**src/eno_rf2_pkg.sv**
```systemverilog
package eno_rf2_pkg;

	// default coarse sample width
	localparam int DATA_W_DEF = 24;
	// extra fraction bits on fine values (units of 1/8)
	localparam int FRAC_W = 3;
	// headroom for stencil sums and differences, above DATA_W
	localparam int EXT_W = 6;

endpackage

```
**src/eno_rf2_in_if.sv**
```systemverilog
interface eno_rf2_in_if #(
	parameter int DATA_W = 24
);
	logic                     valid;
	logic                     ready;
	logic signed [DATA_W-1:0] sample;
	logic                     line_start;

	modport source (output valid, output sample, output line_start, input ready);
	modport sink (input valid, input sample, input line_start, output ready);
endinterface

```
**src/eno_rf2_out_if.sv**
```systemverilog
interface eno_rf2_out_if #(
	parameter int OUT_W = 27
);
	logic                    valid;
	logic                    ready;
	logic signed [OUT_W-1:0] fine_value;
	logic                    last;
	logic                    limited;

	modport source (output valid, output fine_value, output last, output limited, input ready);
	modport sink (input valid, input fine_value, input last, input limited, output ready);
endinterface

```
**src/eno_rf2_stencil.sv**
```systemverilog
module eno_rf2_stencil
	import eno_rf2_pkg::*;
#(
	parameter int DATA_W = DATA_W_DEF
) (
	input  logic signed [DATA_W-1:0]        f [5],
	output logic signed [DATA_W+FRAC_W-1:0] left,
	output logic signed [DATA_W+FRAC_W-1:0] right,
	output logic                            limited
);

	localparam int EW    = DATA_W + EXT_W;
	localparam int OUT_W = DATA_W + FRAC_W;

	localparam logic [1:0] PICK_L = 2'd0;
	localparam logic [1:0] PICK_C = 2'd1;
	localparam logic [1:0] PICK_R = 2'd2;

	function automatic logic is_pos(input logic signed [EW-1:0] v);
		return !v[EW-1] && (|v);
	endfunction

	function automatic logic is_neg(input logic signed [EW-1:0] v);
		return v[EW-1];
	endfunction

	// product strictly below zero
	function automatic logic opp(input logic signed [EW-1:0] a, input logic signed [EW-1:0] b);
		return (is_pos(a) && is_neg(b)) || (is_neg(a) && is_pos(b));
	endfunction

	// product at or below zero
	function automatic logic not_same(input logic signed [EW-1:0] a,
		input logic signed [EW-1:0] b);
		return !((is_pos(a) && is_pos(b)) || (is_neg(a) && is_neg(b)));
	endfunction

	function automatic logic [EW-1:0] mag(input logic signed [EW-1:0] v);
		return v[EW-1] ? EW'(-v) : EW'(v);
	endfunction

	logic signed [EW-1:0] x [5];
	logic signed [EW-1:0] d0, d1, d2;
	logic        [EW-1:0] m0, m1, m2;
	logic signed [EW-1:0] st_l, st_c, st_r, c8, lft, rgt;
	logic        [1:0]    pick;
	logic                 sign_lim, int_lim;

	always_comb begin
		for (int i = 0; i < 5; i++) begin
			x[i] = {{(EW-DATA_W){f[i][DATA_W-1]}}, f[i]};
		end
	end

	assign d0 = x[0] - (x[1] <<< 1) + x[2];
	assign d1 = x[1] - (x[2] <<< 1) + x[3];
	assign d2 = x[2] - (x[3] <<< 1) + x[4];
	assign m0 = mag(d0);
	assign m1 = mag(d1);
	assign m2 = mag(d2);

	assign c8   = x[2] <<< 3;
	assign st_l = (x[1] <<< 2) + (x[2] <<< 2) + x[2] - x[0];
	assign st_c = x[1] + c8 - x[3];
	assign st_r = c8 + (x[2] <<< 1) + x[2] - (x[3] <<< 2) + x[4];

	assign sign_lim = not_same(d0, d2) || not_same(d0, d1) || not_same(d1, d2);

	// ties keep centre, then left
	always_comb begin
		pick = PICK_C;
		if (m0 < m1) begin
			pick = PICK_L;
		end
		if ((pick == PICK_L) ? (m2 < m0) : (m2 < m1)) begin
			pick = PICK_R;
		end
	end

	always_comb begin
		if (sign_lim) begin
			lft = c8;
		end else begin
			case (pick)
				PICK_L:  lft = st_l;
				PICK_R:  lft = st_r;
				default: lft = st_c;
			endcase
		end
	end

	assign rgt     = (c8 <<< 1) - lft;
	assign int_lim = opp(lft - (x[1] <<< 3), c8 - lft) || opp((x[3] <<< 3) - rgt, rgt - c8);

	assign limited = sign_lim || int_lim;
	assign left    = int_lim ? c8[OUT_W-1:0] : lft[OUT_W-1:0];
	assign right   = int_lim ? c8[OUT_W-1:0] : rgt[OUT_W-1:0];

endmodule

```
**src/eno_conservative_refine_by_two_unit.sv**
```systemverilog
// Channel  Dir  Beat payload                                    Handshake
// coarse   in   sample (DATA_W, signed), line_start             valid/ready
// fine     out  fine_value (DATA_W+3, signed), last, limited    valid/ready
//
// Two fine beats (left, then right) per coarse sample once the window holds
// four earlier samples of the line; earlier samples give no beats.
// A taken sample passes stage 1 and then the pair register before its left beat is offered.
// The fine channel's two beats set the rate; stage 1 can take the next sample meanwhile.
// arst_n clears window, fill count and all valid flags.
// A stalled fine channel holds the pair register, then the stage register and coarse.ready.
module eno_conservative_refine_by_two_unit
	import eno_rf2_pkg::*;
#(
	parameter int DATA_W = DATA_W_DEF
) (
	input  logic                 clk,
	input  logic                 arst_n,
	eno_rf2_in_if.sink           coarse,
	eno_rf2_out_if.source        fine
);

	localparam int OUT_W = DATA_W + FRAC_W;

	// window of four earlier samples, oldest first
	logic signed [DATA_W-1:0] window_q [4];
	logic        [2:0]        fill_q;
	logic        [2:0]        fill_eff;
	logic                     in_fire;

	// stage 1: full five-sample window
	logic signed [DATA_W-1:0] f_s1 [5];
	logic                     valid_s1;
	logic                     adv_s1;

	// pair register: left and right fine values
	logic signed [OUT_W-1:0]  left_q, right_q;
	logic                     lim_q;
	logic                     pair_v_q;
	logic                     phase_q;   // 0: left beat due, 1: right beat due
	logic                     out_fire;
	logic                     pair_load;

	logic signed [OUT_W-1:0]  left_c, right_c;
	logic                     lim_c;

	assign in_fire  = coarse.valid && coarse.ready;
	assign fill_eff = coarse.line_start ? 3'd0 : fill_q;

	assign out_fire  = pair_v_q && fine.ready;
	// pair register free, or its right beat leaves this cycle
	assign pair_load = !pair_v_q || (out_fire && phase_q);
	assign adv_s1    = !valid_s1 || pair_load;
	assign coarse.ready = adv_s1;

	always_ff @(posedge clk or negedge arst_n) begin
		if (!arst_n) begin
			for (int i = 0; i < 4; i++) begin
				window_q[i] <= '0;
			end
			fill_q <= '0;
		end else if (in_fire) begin
			for (int i = 0; i < 3; i++) begin
				window_q[i] <= window_q[i+1];
			end
			window_q[3] <= coarse.sample;
			fill_q      <= fill_eff[2] ? fill_eff : fill_eff + 3'd1;
		end
	end

	always_ff @(posedge clk or negedge arst_n) begin
		if (!arst_n) begin
			valid_s1 <= 1'b0;
		end else if (adv_s1) begin
			// only a sample arriving on a full window yields a pair
			valid_s1 <= in_fire && fill_eff[2];
		end
	end

	always_ff @(posedge clk) begin
		if (adv_s1 && in_fire) begin
			for (int i = 0; i < 4; i++) begin
				f_s1[i] <= window_q[i];
			end
			f_s1[4] <= coarse.sample;
		end
	end

	eno_rf2_stencil #(
		.DATA_W (DATA_W)
	) u_stencil (
		.f       (f_s1),
		.left    (left_c),
		.right   (right_c),
		.limited (lim_c)
	);

	always_ff @(posedge clk or negedge arst_n) begin
		if (!arst_n) begin
			pair_v_q <= 1'b0;
			phase_q  <= 1'b0;
		end else if (pair_load) begin
			pair_v_q <= valid_s1;
			phase_q  <= 1'b0;
		end else if (out_fire) begin
			phase_q <= 1'b1;
		end
	end

	always_ff @(posedge clk) begin
		if (pair_load && valid_s1) begin
			left_q  <= left_c;
			right_q <= right_c;
			lim_q   <= lim_c;
		end
	end

	assign fine.valid      = pair_v_q;
	assign fine.fine_value = phase_q ? right_q : left_q;
	assign fine.last       = phase_q;
	assign fine.limited    = lim_q;

endmodule
```
**src/flat_wrapper.sv**
```systemverilog
// flat-port wrapper written by rule: the top's interface ports become plain ports
module eno_conservative_refine_by_two_unit_flat import eno_rf2_pkg::*;
#(
	parameter int DATA_W = DATA_W_DEF
)
  (clk, arst_n, coarse_valid, coarse_sample, coarse_line_start, coarse_ready, fine_valid, fine_fine_value, fine_last, fine_limited, fine_ready);
  eno_rf2_in_if #(.DATA_W(DATA_W)) coarse_i ();
  eno_rf2_out_if fine_i ();
  input  logic clk;
  input  logic arst_n;
  input wire logic [$bits(coarse_i.valid)-1:0] coarse_valid;
  input wire logic [$bits(coarse_i.sample)-1:0] coarse_sample;
  input wire logic [$bits(coarse_i.line_start)-1:0] coarse_line_start;
  output wire logic [$bits(coarse_i.ready)-1:0] coarse_ready;
  output wire logic [$bits(fine_i.valid)-1:0] fine_valid;
  output wire logic [$bits(fine_i.fine_value)-1:0] fine_fine_value;
  output wire logic [$bits(fine_i.last)-1:0] fine_last;
  output wire logic [$bits(fine_i.limited)-1:0] fine_limited;
  input wire logic [$bits(fine_i.ready)-1:0] fine_ready;
  assign coarse_i.valid = coarse_valid;
  assign coarse_i.sample = coarse_sample;
  assign coarse_i.line_start = coarse_line_start;
  assign coarse_ready = coarse_i.ready;
  assign fine_valid = fine_i.valid;
  assign fine_fine_value = fine_i.fine_value;
  assign fine_last = fine_i.last;
  assign fine_limited = fine_i.limited;
  assign fine_i.ready = fine_ready;
  eno_conservative_refine_by_two_unit #(.DATA_W(DATA_W)) u_core (.clk(clk), .arst_n(arst_n), .coarse(coarse_i), .fine(fine_i));
endmodule
```
**config.mk**
```make
export PLATFORM = sky130hd
export DESIGN_NAME = eno_conservative_refine_by_two_unit_flat
export DESIGN_NICKNAME = d
export VERILOG_FILES = /design/src/eno_rf2_pkg.sv /design/src/eno_rf2_in_if.sv /design/src/eno_rf2_out_if.sv /design/src/eno_rf2_stencil.sv /design/src/eno_conservative_refine_by_two_unit.sv /design/src/flat_wrapper.sv
export SDC_FILE = /design/constraint.sdc
export NUM_CORES = 2
export LEC_CHECK = 0
export ABC_AREA = 1
export BUFFER_PORTS_ARGS = -buffer_cell sky130_fd_sc_hd__buf_2
export CAP_MARGIN = 20
export CORE_UTILIZATION = 42
export CTS_CLUSTER_DIAMETER = 120
export CTS_CLUSTER_SIZE = 30
export DETAILED_ROUTE_END_ITERATION = 16
export PLACE_DENSITY = 0.54
export SYNTH_ARGS = -nofsm -noshare
export SYNTH_HDL_FRONTEND = slang
export SYNTH_SLANG_ARGS = --single-unit
```
**constraint.sdc**
```tcl
create_clock -name clk -period 16.6 [get_ports clk]
set_clock_uncertainty 0.1 [all_clocks]
set_input_delay 0.83 -clock clk [delete_from_list [all_inputs] [get_ports clk]]
set_output_delay 0.83 -clock clk [all_outputs]
set_load 0.01 [all_outputs]
```
-- Word-level counts from Yosys, hierarchy flattened
Index checks and enable logic that the tools add are counted.
W data, S select, Z words.
- output and inout bits: 31
- word-level logic and storage cells: 117
- input bits: 29
- flip-flop bits (word level): 277
- reduce and logical (&&, ||, !) cells: 56
- $lt $le $gt $ge: 3
- equal/unequal tests: 1
- mux-type cells: 15
- add/sub/neg operators: 24
- operators by type and width (cell ; count):
    $reduce_or A30 Y1 ; 7
    $mux W30 ; 4
    $lt A30 B30 Y1 ; 3
    $neg A27 Y30 ; 3
    $add A26 B24 Y27 ; 3
    $mux W27 ; 3
    $sub A24 B25 Y26 ; 3
    $pmux W30 S2 ; 1
    $sub A27 B30 Y30 ; 2
    $sub A30 B27 Y30 ; 2
    $sub A28 B24 Y29 ; 2
    $add A30 B24 Y30 ; 1
    $sub A28 B30 Y30 ; 1
    $sub A29 B26 Y30 ; 1
    $add A28 B24 Y29 ; 1
    $add A24 B27 Y28 ; 1
    $add A27 B24 Y28 ; 1
    $add A27 B25 Y28 ; 1
    $add A26 B26 Y27 ; 1
    $logic_and A1 B1 Y1 ; 23
    $logic_not A1 Y1 ; 12
    $logic_or A1 B1 Y1 ; 11
    $mux W3 ; 2
    $logic_not A2 Y1 ; 2
    other kinds (5) ; 8

-- Logic depth before layout (Yosys ltp)
- depth in word-level cells: 20
- mapped depth: 83
- mapped depth without buffers: 78

-- Modules after synthesis
From an unflattened synthesis, not the netlist that was laid out.
- cells, all modules: 5287
- area, all modules: 37298.3 µm²
- by module, submodules not included (module ; cells each ; times used ; area an instance (µm²)):
    eno_rf2_stencil ; 4579 ; 1 ; 27776.6
    eno_conservative_refine_by_two_unit ; 708 ; 1 ; 9521.6

-- Least setup slack after synthesis
No wires, ideal clock.
- path kind: register -> register
- start: register u_core.f_s1[57] (netlist bit)
- end: register u_core.left_q[13], data pin
- arrival: 10388 ps
- cell stages (with the launch flop): 74
- path slack: 5858 ps
- library setup time: 254 ps
- cell sequence: edfxtp_1 inv_1 fa_1 inv_1 ha_1 nand2_1 inv_1 nand2_1 nand2_1 nand2_1 nand2_1 nand2_1 nand3_1 a21o_1 or2_1 nand2_2 clkbuf_1 clkbuf_1 (+38 left out) a21oi_1 o221ai_1 nand3_1 nand2_1 a21oi_1 nor2_1 nor2_1 xnor2_1 xnor2_1 nor2_1 nand2_1 nand2_1 a21oi_4 nand2_2 buf_6 buf_12 nand2_2 nand2_1
- cells in the longest elaborated chain, start to end: 20
- elaborated cells on any way between the ends: 79
- ends and longest elaborated chain (item ; RTL line ; RTL):
    from (decl) ; eno_conservative_refine_by_two_unit.sv:31 ; logic signed [DATA_W-1:0] f_s1 [5];
    from (signal, indexed assignment) ; eno_conservative_refine_by_two_unit.sv:82 ; f_s1[i] <= window_q[i];
    $sub A24 B25 Y26 ; eno_rf2_stencil.sv:56 ; assign d1 = x[1] - (x[2] <<< 1) + x[3];
    $add A26 B24 Y27 ; eno_rf2_stencil.sv:56 ;
    $neg A27 Y30 ; eno_rf2_stencil.sv:39 ; return v[EW-1] ? EW'(-v) : EW'(v);
    $mux W30 ; eno_rf2_stencil.sv:39 ;
    $lt A30 B30 Y1 ; eno_rf2_stencil.sv:72 ; if (m0 < m1) begin
    $mux W1 ; eno_rf2_stencil.sv:72 ;
    $logic_not A2 Y1 ; eno_rf2_stencil.sv:75 ; if ((pick == PICK_L) ? (m2 < m0) : (m2 < m1)) begin
    $mux W1 ; eno_rf2_stencil.sv:75 ;
    (+5 left out) ; -- ;
    $sub A27 B30 Y30 / $sub A30 B27 Y30 (equally long branches) ; eno_rf2_stencil.sv:93 ; assign int_lim = opp(lft - (x[1] <<< 3), c8 - lft) || opp((x[3] <<< 3) - rgt, rgt - c8);
    $reduce_or A30 Y1 / $logic_not A1 Y1 (equally long branches) ; eno_rf2_stencil.sv:20 ; return !v[EW-1] && (|v);
    $logic_and A1 B1 Y1 ; eno_rf2_stencil.sv:20 ;
    $logic_and A1 B1 Y1 ; eno_rf2_stencil.sv:29 ; return (is_pos(a) && is_neg(b)) || (is_neg(a) && is_pos(b));
    $logic_or A1 B1 Y1 ; eno_rf2_stencil.sv:29 ;
    $logic_or A1 B1 Y1 ; eno_rf2_stencil.sv:93 ;
    $mux W27 (*) ; eno_rf2_stencil.sv:96 ; assign left = int_lim ? c8[OUT_W-1:0] : lft[OUT_W-1:0];
    via u_core.left_c[13] ; eno_conservative_refine_by_two_unit.sv:43 ; logic signed [OUT_W-1:0] left_c, right_c;
    to (signal assigned) ; eno_conservative_refine_by_two_unit.sv:111 ; left_q <= left_c;
    to (decl) ; eno_conservative_refine_by_two_unit.sv:36 ; logic signed [OUT_W-1:0] left_q, right_q;
The timed path passes the listed nets; every way through them passes the cells marked *.
A chain may end at the register's enable or synchronous reset.

-- Worst setup path after layout
- start: register u_core.f_s1[52] (netlist bit)
- end: register u_core.right_q[22], data pin
- cells in the longest elaborated chain, start to end: 20
- elaborated cells on any way between the ends: 79
- ends and longest elaborated chain (item ; RTL line ; RTL):
    $sub A24 B25 Y26 ; eno_rf2_stencil.sv:56 ;
    $add A26 B24 Y27 ; eno_rf2_stencil.sv:56 ;
    $neg A27 Y30 ; eno_rf2_stencil.sv:39 ;
    $mux W30 ; eno_rf2_stencil.sv:39 ;
    $lt A30 B30 Y1 ; eno_rf2_stencil.sv:72 ;
    $mux W1 ; eno_rf2_stencil.sv:72 ;
    $logic_not A2 Y1 ; eno_rf2_stencil.sv:75 ;
    $mux W1 ; eno_rf2_stencil.sv:75 ;
    (+5 left out) ; -- ;
    $sub A27 B30 Y30 / $sub A30 B27 Y30 (equally long branches) ; eno_rf2_stencil.sv:93 ;
    $reduce_or A30 Y1 / $logic_not A1 Y1 (equally long branches) ; eno_rf2_stencil.sv:20 ;
    $logic_and A1 B1 Y1 ; eno_rf2_stencil.sv:20 ;
    $logic_and A1 B1 Y1 ; eno_rf2_stencil.sv:29 ;
    $logic_or A1 B1 Y1 ; eno_rf2_stencil.sv:29 ;
    $logic_or A1 B1 Y1 ; eno_rf2_stencil.sv:93 ;
    $mux W27 (*) ; eno_rf2_stencil.sv:97 ; assign right = int_lim ? c8[OUT_W-1:0] : rgt[OUT_W-1:0];
    via u_core.right_c[22] ; eno_conservative_refine_by_two_unit.sv:43 ;
    to (signal assigned) ; eno_conservative_refine_by_two_unit.sv:112 ; right_q <= right_c;
    to (decl) ; eno_conservative_refine_by_two_unit.sv:36 ;
Marked as above.

==> flow_metrics.py <==
metrics = {
    "timing": {
        "worst_slack_ns": 1.575,
        "setup_violations": 0,
        "timing.final.crit_period_ns": 15.03,
        "hold_violations": 0,
        "finalCritPeriodShare_pct": 90.51,
        "grt_setup_unrepaired": "false",
        "relSlewSlack_pct": 25.42,
        "slew_viol_final": 0,
        "worstMarginPinSlew_ns": 1.119,
        "clock.fmax_ghz": 0.06655,
        "fin_tns_setup_ns": 0,
    },
    "global_route": {
        "grt_usage_pct": 30.61,
        "antenna_found_initial": 2,
        "overflow": 0,
        "grt_util_met2_pct": 47.75,
        "grt_pass1_wl_mm": 205.7,
        "met1_usage_pct": 44.66,
        "grtUsageMet3_pct": 3.883,
        "grt_max_degree": 82,
        "grt_pass1_vias": 31813,
        "grt.busiest_layer": "met2",
    },
    "drt": {
        "wl_mm": 139.3,
        "first_pass_iters": 12,
        "routed_via_density": 5.216,
        "wire_per_inst_um": 21.16,
        "drc": 4,
        "first_iter_violations": 2901,
        "final_antenna_net_count": 0,
        "vias": 34346,
    },
    "critical_path": {
        "arrival_ns": 15.36,
        "reg2reg_to": "u_core.right_q[22]$_DFFE_PP_",
        "cp_data_required_time_ns": 16.94,
        "start_kind": "flip-flop",
        "cp_slowest_cell": "inv_1",
        "worstRegToRegCells": 68,
        "slowest_delay_ns": 0.80,
        "cp-end-kind": "flip-flop",
        "path_max_fanout": 49,
        "worst_path_most_repeated_cell": "nand2_1",
        "regToRegStartpoint": "u_core.f_s1[52]$_DFFE_PP_",
        "critical_path_class": "reg -> reg",
        "reg2reg_setup_slack_ns": 1.57,
    },
    "cts": {
        "cts_htree_levels": 1,
        "hold_buffers": 0,
        "clockBufferDepth": 3,
        "cts-root-buf": "clkbuf_16",
        "cts_setup_buffers": 0,
        "cts_buffers": 17,
        "cts.sinks": 276,
        "post_cts_resized": 0,
        "worstSkewPairLatency_ns": 0.59,
        "clk_pin_slew_ns": 0.11,
        "cts_tree": "yes",
    },
    "run": {
        "cap_viol_max_count": 0,
    },
    "status": {
        "failed_checks": "DRC",
        "outcome": "finished with violations",
    },
    "synth": {
        "ys_seq_area_share_pct": 20.66,
        "synth_most_common_cell": "nand2_1",
        "yosysTopAreaCellShare_pct": 13.91,
        "syn_inst": 5363,
        "netlist_area_um2": 37650,
        "synth.area.top_cells": "nand2_1 14%, edfxtp_1 14%, ha_1 13%, fa_1 12%, inv_1 11%",
        "synthArstFlopShare_pct": 36.96,
        "yosys.cell_types.count": 62,
        "synth_edf_count": 174,
        "synthFlopType": "edfxtp_1",
        "synth.avg_cell_area_um2": 7.020,
        "ys_top_cells_by_count": "1,395 x nand2_1, 1,068 x inv_1, 391 x ha_1",
        "ys_ff_latch": 276,
        "synth_top_area_cell": "nand2_1",
        "yosysWarnings": 0,
    },
    "die": {
        "die_h_um": 301.4,
        "io_pins": 60,
        "die_x_um": 301.4,
        "die-area_um2": 90840,
        "fp-row-count": 109,
        "start_util_pct": 42.47,
        "core-area_um2": 88650,
    },
    "finish": {
        "syn_to_final_growth_pct": 5.909,
        "fin_nets": 6046,
        "num-fill-cells": 9421,
        "drive_gt1_share_pct": 5.296,
        "post-route-util_pct": 44.98,
        "fin_cells": 6585,
    },
    "placement": {
        "io_buffers": 59,
        "pre_cts_ws_ns": 1.830,
        "hpwl_mm": 118.9,
        "gp_congestion": 0.9842,
        "dp.cells": 6554,
    },
    "worst_hold_path": {
        "min_path_type": "in -> async",
    },
}
-- sequential cells by signal, indices dropped and copies added, names as in the netlist --
signal,flops
u_core.fine.limited,1
u_core.fine.valid,1
u_core.fine.last,1
u_core.right_q,27
u_core.left_q,26
u_core.window_q,96
u_core.fill_q,3
u_core.f_s1,120
u_core.valid_s1,1
-- cells by family (layout without fill, tap and decap cells) --
| kind of cell | after synthesis | count (layout) | synth area share, % |
|---|---|---|---|
| flops | 276 | 276 | 20.66 |
| compound gates | 804 | 804 | 11.84 |
| other cells | 2 | 19 | 0.01995 |
| fa+ha+maj | 609 | 609 | 24.59 |
| xor+xnor | 192 | 192 | 4.467 |
| simple gates | 2293 | 2293 | 26.26 |
| buf+inv | 1187 | 1227 | 12.17 |
-- layout make-up --
cell class | instances | area [um2] | area share (%)
tap | 1165 | 1458 | 3.656
timing repair buffer | 77 | 432.9 | 1.086
inverter | 1120 | 4215 | 10.57
antenna | 1 | 2.502 | 0.006276
multi-input combinational | 3916 | 25370 | 63.63
sequential | 276 | 7777 | 19.51
clock inverter | 11 | 181.4 | 0.4550
clock buffer | 19 | 432.9 | 1.086
-- how the worst max path moves through the flow --
stage	start	end	slack, ns	depth (start not counted)
2_1_floorplan	u_core.f_s1[57]$_DFFE_PP_	u_core.left_q[13]$_DFFE_PP_	5.86	73
3_3_place_gp	u_core.f_s1[51]$_DFFE_PP_	u_core.right_q[22]$_DFFE_PP_	1.66	68
3_5_place_dp	u_core.f_s1[52]$_DFFE_PP_	u_core.left_q[10]$_DFFE_PP_	1.83	68
4_1_cts	u_core.f_s1[52]$_DFFE_PP_	u_core.right_q[22]$_DFFE_PP_	1.74	68
5_1_grt	u_core.f_s1[52]$_DFFE_PP_	u_core.right_q[22]$_DFFE_PP_	0.56	68
6_report	u_core.f_s1[52]$_DFFE_PP_	u_core.right_q[22]$_DFFE_PP_	1.57	68
-- stage by stage --
stage | cell area, um2 | hold WS, ns
after floorplan | 37710 | 0.3249
after global placement | 39260 | 0.3261
after detailed placement | 39260 | 0.3301
after CTS | 39870 | 0.2330
after global routing | 39870 | 0.2763
final | 39870 | 0.2198
-- cell usage in the layout, fill, tap and decap left out, types with 16 or more instances in the layout --
| cell type | count |
|---|---|
| a21oi_1 | 365 |
| a31oi_1 | 33 |
| buf_2 | 58 |
| buf_4 | 19 |
| clkbuf_16 | 17 |
| conb_1 | 18 |
| dfrtp_1 | 102 |
| edfxtp_1 | 174 |
| fa_1 | 218 |
| ha_1 | 391 |
| inv_1 | 1068 |
| inv_2 | 44 |
| nand2_1 | 1394 |
| nand2_2 | 43 |
| nand2_4 | 16 |
| nand3_1 | 305 |
| nand3_2 | 17 |
| nand3b_1 | 30 |
| nand4_1 | 65 |
| nor2_1 | 312 |
| nor2_2 | 25 |
| nor3_1 | 44 |
| o21ai_0 | 254 |
| o21bai_1 | 23 |
| xnor2_1 | 67 |
| xor2_1 | 125 |
-- routing by layer --
layer | share of wire (%) | vias up
met5 | 0 | -
met4 | 2.5 | 0
met3 | 5.9 | 127
met2 | 44 | 990
met1 | 48 | 16077
li1 | - | 17152
-- worst max-delay path: cells and delay by family (launching register included) --
kind	cells	cell delay, ns
AO/OA/AOI/OAI	18	4.05
adder cells (fa/ha/maj)	5	2.14
AND/OR/NAND/NOR	31	4.37
flip-flops	1	0.73
buffers and inverters	12	3.04
XOR/XNOR	2	0.36
Power is not shown: default switching activity piles up to over one toggle a cycle in this logic, so the estimate is an artifact.
